==> config.mk <==
export PLATFORM = sky130hd
export DESIGN_NAME = pfd_cell
export DESIGN_NICKNAME = d
export VERILOG_FILES = /design/src/rtl/pfd_pkg.sv /design/src/rtl/pfd_cell.sv
export SDC_FILE = /design/constraint.sdc
export NUM_CORES = 1
export LEC_CHECK = 0
export BUFFER_PORTS_ARGS = -buffer_cell sky130_fd_sc_hd__buf_2
export CORE_MARGIN = 5
export CORE_UTILIZATION = 50
export DETAILED_ROUTE_END_ITERATION = 10
export HOLD_SLACK_MARGIN = 0.02
export PLACE_DENSITY = 0.81
export SLEW_MARGIN = 0
export SYNTH_ARGS = -nofsm -noshare
export SYNTH_HDL_FRONTEND = slang
export SYNTH_SLANG_ARGS = --single-unit
==> constraint.sdc <==
create_clock -name clk -period 2.6 [get_ports clk]
set_input_delay 0.39 -clock clk [delete_from_list [all_inputs] [get_ports clk]]
set_output_delay 0.39 -clock clk [all_outputs]
set_load 0.05 [all_outputs]
==> src/rtl/pfd_pkg.sv <==
// ----------------------------------------------------------------------------
// pfd_pkg: shared types and constants of the flood detector
// Key and write-command structs, register indexes, outcome codes, states.
// ----------------------------------------------------------------------------
package pfd_pkg;

	// configuration register indexes
	localparam logic [1:0] REG_TRACKED_ENTRIES = 2'd0;
	localparam logic [1:0] REG_FLOOD_AFTER     = 2'd1;
	localparam logic [1:0] REG_FLOOD_RATE      = 2'd2;

	// outcome codes
	localparam logic [1:0] OUT_NOT_CHECKED = 2'd0;
	localparam logic [1:0] OUT_DISABLED    = 2'd1;
	localparam logic [1:0] OUT_NO_FLOOD    = 2'd2;
	localparam logic [1:0] OUT_FLOOD       = 2'd3;

	localparam logic [31:0] COUNT_MAX = 32'hFFFF_FFFF;
	localparam logic [15:0] FLOOD_MAX = 16'hFFFF;

	// lookup key of one message
	typedef struct packed {
		logic [7:0]  server;
		logic [31:0] sender;
		logic        has_chan;
		logic [31:0] chan;
		logic [1:0]  kind;
	} key_t;

	// write command broadcast to the cells
	typedef struct packed {
		logic        clear;   // drop every slot
		logic        insert;  // selected cell takes the key
		logic        update;  // selected cell takes count/start/flood
		logic [31:0] count;
		logic [31:0] start;
		logic [15:0] flood;
	} cell_wr_t;

	typedef enum logic [2:0] {
		ST_IDLE,
		ST_LOOK,
		ST_HIT,
		ST_RATE,
		ST_DEC,
		ST_SCAN,
		ST_OUT
	} state_t;

endpackage

==> src/rtl/pfd_cell.sv <==
// ----------------------------------------------------------------------------
// pfd_cell: one table slot
// Holds a key, message count, start time and flood count; compares the key
// and passes the first-match flag on to the next cell.
// ----------------------------------------------------------------------------
module pfd_cell
	import pfd_pkg::*;
(
	input  logic        clk,
	input  logic        arst_n,
	input  logic        enable,     // slot lies within the tracked range
	input  key_t        key,
	input  logic        hit_in,     // an earlier cell matched
	output logic        hit_out,
	output logic        sel,        // this cell is the first match
	input  logic        wr_sel,     // write command targets this cell
	input  cell_wr_t    wr,
	output logic        flood_zero,
	output logic [31:0] count,
	output logic [31:0] start,
	output logic [15:0] flood
);

	logic        used_q;
	key_t        key_q;
	logic [31:0] count_q;
	logic [31:0] start_q;
	logic [15:0] flood_q;
	logic        match;

	// key compare, channel only when present
	always_comb begin
		match = enable && used_q && key_q.kind == key.kind && key_q.server == key.server
			&& key_q.sender == key.sender && key_q.has_chan == key.has_chan
			&& (!key.has_chan || key_q.chan == key.chan);
	end

	assign sel        = match && !hit_in;
	assign hit_out    = hit_in || match;
	assign flood_zero = (flood_q == '0);
	assign count      = count_q;
	assign start      = start_q;
	assign flood      = flood_q;

	// slot state
	always_ff @(posedge clk or negedge arst_n) begin
		if (!arst_n) begin
			used_q  <= 1'b0;
			key_q   <= '0;
			count_q <= '0;
			start_q <= '0;
			flood_q <= '0;
		end else if (wr.clear) begin
			used_q  <= 1'b0;
			flood_q <= '0;
		end else if (wr_sel) begin
			if (wr.insert) begin
				used_q <= 1'b1;
				key_q  <= key;
			end
			if (wr.update) begin
				count_q <= wr.count;
				start_q <= wr.start;
				flood_q <= wr.flood;
			end
		end
	end

endmodule

==> results of run 1 <==
[critical path, stage by stage, from the launching register on]
cell and delay [ns]:
dfrtp_1 0.39, xor2_1 0.14, nor4_1 0.30, buf_4 0.16, nand4_1 0.10, or4_4 0.58, a31oi_2 0.24, buf_6 0.19
[final cells by class]
class | instances | area [µm²] | share of cell area [%]
repair buffers | 254 | 1365 | 15.56
flip-flops and latches | 156 | 3904 | 44.51
inverters | 2 | 7.507 | 0.08559
well taps | 176 | 220.2 | 2.511
multi-input cells | 282 | 2734 | 31.17
diodes | 2 | 5.005 | 0.05706
clock inverters | 13 | 102.6 | 1.170
clock buffers | 19 | 432.9 | 4.936
[path summary, 6_finish.rpt]
check / startpoint / end / slack (ns) / cells after the start
max: key_q[11]$_DFFE_PN0P_ / hit_out / -0.30 / 7
min: wr[49] / count[1]$_DFFE_PN0P_ / 0.18 / 2
max reg2reg: key_q[22]$_DFFE_PN0P_ / key_q[22]$_DFFE_PN0P_ / 1.75 / 1
min reg2reg: start[15]$_DFFE_PN0P_ / start[15]$_DFFE_PN0P_ / 0.48 / 1
max in group asynchronous: arst_n / count[21]$_DFFE_PN0P_ / 1.44 / 3
min in group asynchronous: arst_n / key_q[41]$_DFFE_PN0P_ / 0.48 / 2
[through the flow]
| stage | setup TNS [ns] | area [µm²] | worst slack (ns) | total power [mW] |
|---|---|---|---|---|
| final | -0.5905 | 8771 | -0.2966 | 7.316 |
| after floorplan | 0 | 6708 | 0.009752 | 4.470 |
| after detailed placement | -0.2455 | 8200 | -0.1599 | 5.104 |
| after global routing | -0.8360 | 8771 | -0.4228 | 7.676 |
| after global placement | -0.1256 | 8200 | -0.08876 | 5.014 |
| after CTS | -0.6613 | 8766 | -0.3450 | 7.393 |
[registers in the layout, indices dropped and copies added (netlist names)]
register,count
key_q,75
flood,16
count,32
start,32
used_q,1
[cells by family after synthesis]
kind of cell | Yosys count | share of synthesized area (%)
flops | 156 | 58.25
mux | 139 | 23.36
xor+xnor | 74 | 9.671
simple gates | 48 | 4.799
compound gates | 21 | 2.614
buf+inv | 20 | 1.307
[power by group]
part	switching (mW)	total, mW	leakage [nW]	internal, mW
registers	0.257	3.11	1.87	2.85
logic	1.25	1.94	1.99	0.689
clock network	0.962	2.26	0.254	1.30
[per-layer routing]
layer,track usage [%],part of all wire [%]
met2,37.26,51
met3,8.975,8.7
met4,8.454,2.5
met1,23.88,37
met5,0,0.20
[timing repair]
action                                  CTS  global route
endpoints found under the setup margin    2             2
gates cloned                              0             0
resized for setup                         5             0
hold endpoints to repair                 50             0
pin swaps                                 3             0
hold buffers                              1             0
[cells in the final DEF (no fill, tap or decap), types with 2 or more instances in the layout]
| cell type | instances |
|---|---|
| a22o_1 | 16 |
| buf_12 | 4 |
| buf_2 | 242 |
| buf_4 | 4 |
| buf_6 | 3 |
| clkbuf_1 | 2 |
| clkbuf_16 | 17 |
| clkinv_2 | 7 |
| clkinvlp_4 | 5 |
| dfrtp_1 | 156 |
| diode_2 | 2 |
| inv_1 | 2 |
| mux2_1 | 88 |
| mux2_2 | 51 |
| nand2_1 | 2 |
| nand3_1 | 4 |
| nand4_1 | 13 |
| nand4bb_1 | 2 |
| nor3_1 | 2 |
| nor4_1 | 15 |
| xnor2_1 | 43 |
| xor2_1 | 31 |
==> reports/results.tsv, run 1 <==
metric	value	unit
startpoint types	flip-flop	
leading area contributor after synthesis	dfrtp_1	
initial antenna violation count	5	
Post-Route Utilization	66.50	%
asr flop ratio synth	100.0	%
CP required	2.21	ns
Arr. time, crit path	2.51	ns
Clock transition at path regs	0.06	ns
total of max-cap violations	0	
largest buffer count on any clock path	2	
RSZ-0062 raised after global routing	yes	
max-slew violation count	0	
HPWL after detailed placement	12630	µm
chip height	125.8	µm
CTS tree	built	
port buffer count	245	
Initial DRT Pass Iterations	4	
Initial Utilization	50.81	%
PwrDens	834.1	nW/µm²
final setup vio count	2	
most frequent cells after synthesis	156 x dfrtp_1, 88 x mux2_1, 51 x mux2_2	
first-pass GRT wire length	27010	µm
Placed Cells	869	
worst rel slew slack	65.86	%
final wirelength	16630	µm
smallest hold slack	0.1798	ns
final hold violations	0	
post-synthesis sequential area ratio	58.25	%
Worst-Margin Slew	0.5121	ns
# DRC	0	
layout cell share with drive strength beyond 1	46.97	%
Synth Net Count	621	
Mapped Cells	458	
die footprint	15820	µm²
most frequent cell after synthesis	dfrtp_1	
Synthesis Warnings	0	
setup ws final	-0.2966	ns
vias in the first global route	5369	
gr usage total	21.62	%
Synth Flop Type	dfrtp_1	
initial drt markers	172	
later-pin clock latency in the skew report	0.42	ns
Synth area leaders	dfrtp_1 58%, mux2_1 15%, mux2_2 8.6%, xnor2_1 5.6%, xor2_1 4.1%	
largest net degree at the start of global routing	81	
failing checks	negative setup slack	
Vias	4708	
# fillers	977	
TritonCTS buffer count	17	
final std cells w/o fill	904	
worst-path fanout max	2	
Setup CP Type	flip-flop to output port	
ANT nets after route	0	
Pleak	4.122	nW
Die Wd	125.8	µm
# IOs	246	
synthesized flop and latch total	156	
maximum vdd drop	0.0006254	V
Vias/cell	5.208	
Overflow after GRT	0	
top cell type's share of synthesized area	58.25	%
Mapped Area	6701	µm²
Final Critical Period	2.897	ns
Core Area	13190	µm²
status	finished with violations	
fmax	345.2	MHz
RePlAce Congestion	0.7682	
Hold Crit Class	input port to flip-flop	
CTS root buffer	clkbuf_16	
nets	876	
ratio of final minimum period to clock period	111.4	%
WL/cell	18.39	µm
# clock sinks	156	
H-tree depth	4	
synth unique cells	28	
Post-synth EDFFs	0	
Syn-to-layout area delta	30.88	%
post-CTS setup buffer count	0	
Setup Skew	0	ns
syn_area_per_cell	14.63	µm²
critical path endpoint category	output port	
row count	42	
No activity file was read; power rests on OpenSTA's default activity.
==> run 2, diff against run 1 <==
--- a/config.mk
+++ b/config.mk
@@ -6,6 +6,7 @@
 export NUM_CORES = 1
 export LEC_CHECK = 0
 export BUFFER_PORTS_ARGS = -buffer_cell sky130_fd_sc_hd__buf_2
+export CORE_ASPECT_RATIO = 0.5
 export CORE_MARGIN = 5
 export CORE_UTILIZATION = 50
 export DETAILED_ROUTE_END_ITERATION = 10
==> reports/results.tsv, run 2 (synthesis results as in run 1) <==
metric	value	unit	change
final wirelength	15150	µm	-8.9%
Crit. Startpoint	key_q[11]$_DFFE_PN0P_		
metal2 WL	8328	µm	-2.2%
pre-CTS setup slack	-0.2152	ns	-0.05526 ns
failing checks	negative setup slack		
Setup CP Type	flip-flop to output port		
largest buffer count on any clock path	2		unchanged
Pleak	4.133	nW	+0.26%
Setup Skew	0	ns	unchanged
metal3 WL	749	µm	-48%
Hold Crit Class	input port to flip-flop		
initial antenna violation count	0		-5
WL/cell	16.94	µm	-7.9%
layout cell share with drive strength beyond 1	47.24	%	+0.27 points
reg2reg setup slack	1.77	ns	+0.02 ns
port buffer count	245		unchanged
RSZ-0062 raised after global routing	yes		
Biggest register	key_q		
final setup vio count	2		unchanged
most frequent cells in the layout	242 x buf_2, 156 x dfrtp_1, 88 x mux2_1		
Core Area	12880	µm²	-2.3%
# clock sinks	156		unchanged
worst reg2reg startpoint	key_q[22]$_DFFE_PN0P_		
Vias	4573		-2.9%
nets	874		-0.23%
gr usage total	19.50	%	-2.1 points
later-pin clock latency in the skew report	0.40	ns	-0.02 ns
PnR Total Power	7.422	mW	+1.4%
ANT nets after route	0		unchanged
CP required	2.21	ns	about the same
Post-Route Utilization	68.30	%	+1.8 points
final hold violations	0		unchanged
chip height	91.86	µm	-27%
ratio of final minimum period to clock period	111.8	%	+0.35 points
worst rel slew slack	57.09	%	-8.8 points
Vias/cell	5.115		-1.8%
Metal-1 WL	5816	µm	-6.3%
PwrDens	843.7	nW/µm²	+1.1%
Placed Cells	861		-0.92%
Clock transition at path regs	0.07	ns	about the same
final instance area	8797	µm²	+0.30%
# DRC	0		unchanged
max-slew violation count	0		unchanged
TritonCTS buffer count	17		unchanged
Die Wd	173.7	µm	+38%
CTS tree	built		
critical path endpoint category	output port		
# IOs	246		unchanged
largest net degree at the start of global routing	81		unchanged
post-CTS setup buffer count	0		unchanged
RePlAce Congestion	0.7659		-0.30%
setup ws final	-0.3056	ns	-0.008977 ns
H-tree depth	4		unchanged
Syn-to-layout area delta	31.27	%	
first-pass GRT wire length	25340	µm	-6.2%
vias in the first global route	5112		-4.8%
worst-path fanout max	2		unchanged
die footprint	15960	µm²	+0.89%
top sig layer	met4		
FF/Latch Area	3904	µm²	unchanged
antenna cells	0		-2
Initial Utilization	52.03	%	+1.2 points
fmax	344.2	MHz	-0.31%
most common cell after layout, fill and taps aside	buf_2		
total of max-cap violations	0		unchanged
area of the multi-input gates	2740	µm²	+0.23%
Overflow after GRT	0		unchanged
hold wc startpoint	wr[30]		
dpl cell area	8178	µm²	-0.27%
max FFs per register	75		unchanged
CTS root buffer	clkbuf_16		
Initial DRT Pass Iterations	4		unchanged
Final Critical Period	2.906	ns	+0.008977 ns
startpoint types	flip-flop		
HPWL after detailed placement	11500	µm	-8.9%
status	finished with violations		
# fillers	985		+0.82%
final std cells w/o fill	894		-1.1%
maximum vdd drop	0.0005217	V	-17%
initial drt markers	218		+27%
Worst-Margin Slew	0.6436	ns	+0.1316 ns
Arr. time, crit path	2.52	ns	about the same
row count	29		-31%
## run 2: stage by stage
step / hold slack, ns / setup TNS (ns)
floorplan: 0.09441 / 0
global placement: 0.4360 / -0.4240
detailed placement: 0.4377 / -0.3804
CTS: 0.1808 / -0.7996
global route: 0.1742 / -0.8446
finish: 0.1966 / -0.6107
## run 2: final cells by class
| type | instances | share of cell area, % |
|---|---|---|
| Inverter | 2 | 0.08534 |
| Clock buffer | 19 | 5.149 |
| Timing Repair Buffer | 252 | 15.35 |
| Clock inverter | 13 | 1.479 |
| Multi-Input combinational cell | 282 | 31.15 |
| Tap cell | 170 | 2.418 |
| Sequential cell | 156 | 44.37 |
## run 2: timing repair
item | CTS | global route
hold buffers | 1 | 0
hold endpoints to repair | 15 | 0
pin swaps | 3 | 0
endpoints found under the setup margin | 2 | 2
gates resized for setup | 5 | 1
## run 2: worst paths after layout
check                           cells after the start               endpoint
worst max-delay path                                7                    sel
worst min-delay path                                2  start[14]$_DFFE_PN0P_
worst max register to register                      1  key_q[22]$_DFFE_PN0P_
worst min register to register                      1  start[18]$_DFFE_PN0P_
max in group asynchronous                           3   key_q[7]$_DFFE_PN0P_
min in group asynchronous                           2  start[31]$_DFFE_PN0P_
## run 2: metal layers
layer	track usage [%]	up-vias
li1	-	2151
met1	22.27	2287
met2	36.13	117
met3	4.971	18
met4	6.517	0
met5	0	-
## run 2: power by group
group	internal, mW	leakage (nW)	switching (mW)	total (mW)
sequential	2.85	1.87	0.236	3.09
clock	1.39	0.273	1.02	2.41
combinational	0.688	1.98	1.24	1.93
total	4.93	4.13	2.49	7.42
## run 2: worst max-delay path, stage by stage (launching register included)
cell and delay (ns):
dfrtp_1 0.39, xor2_1 0.16, nor4_2 0.28, buf_4 0.15
nand4_1 0.11, or4_4 0.58, a211oi_4 0.26, buf_6 0.19
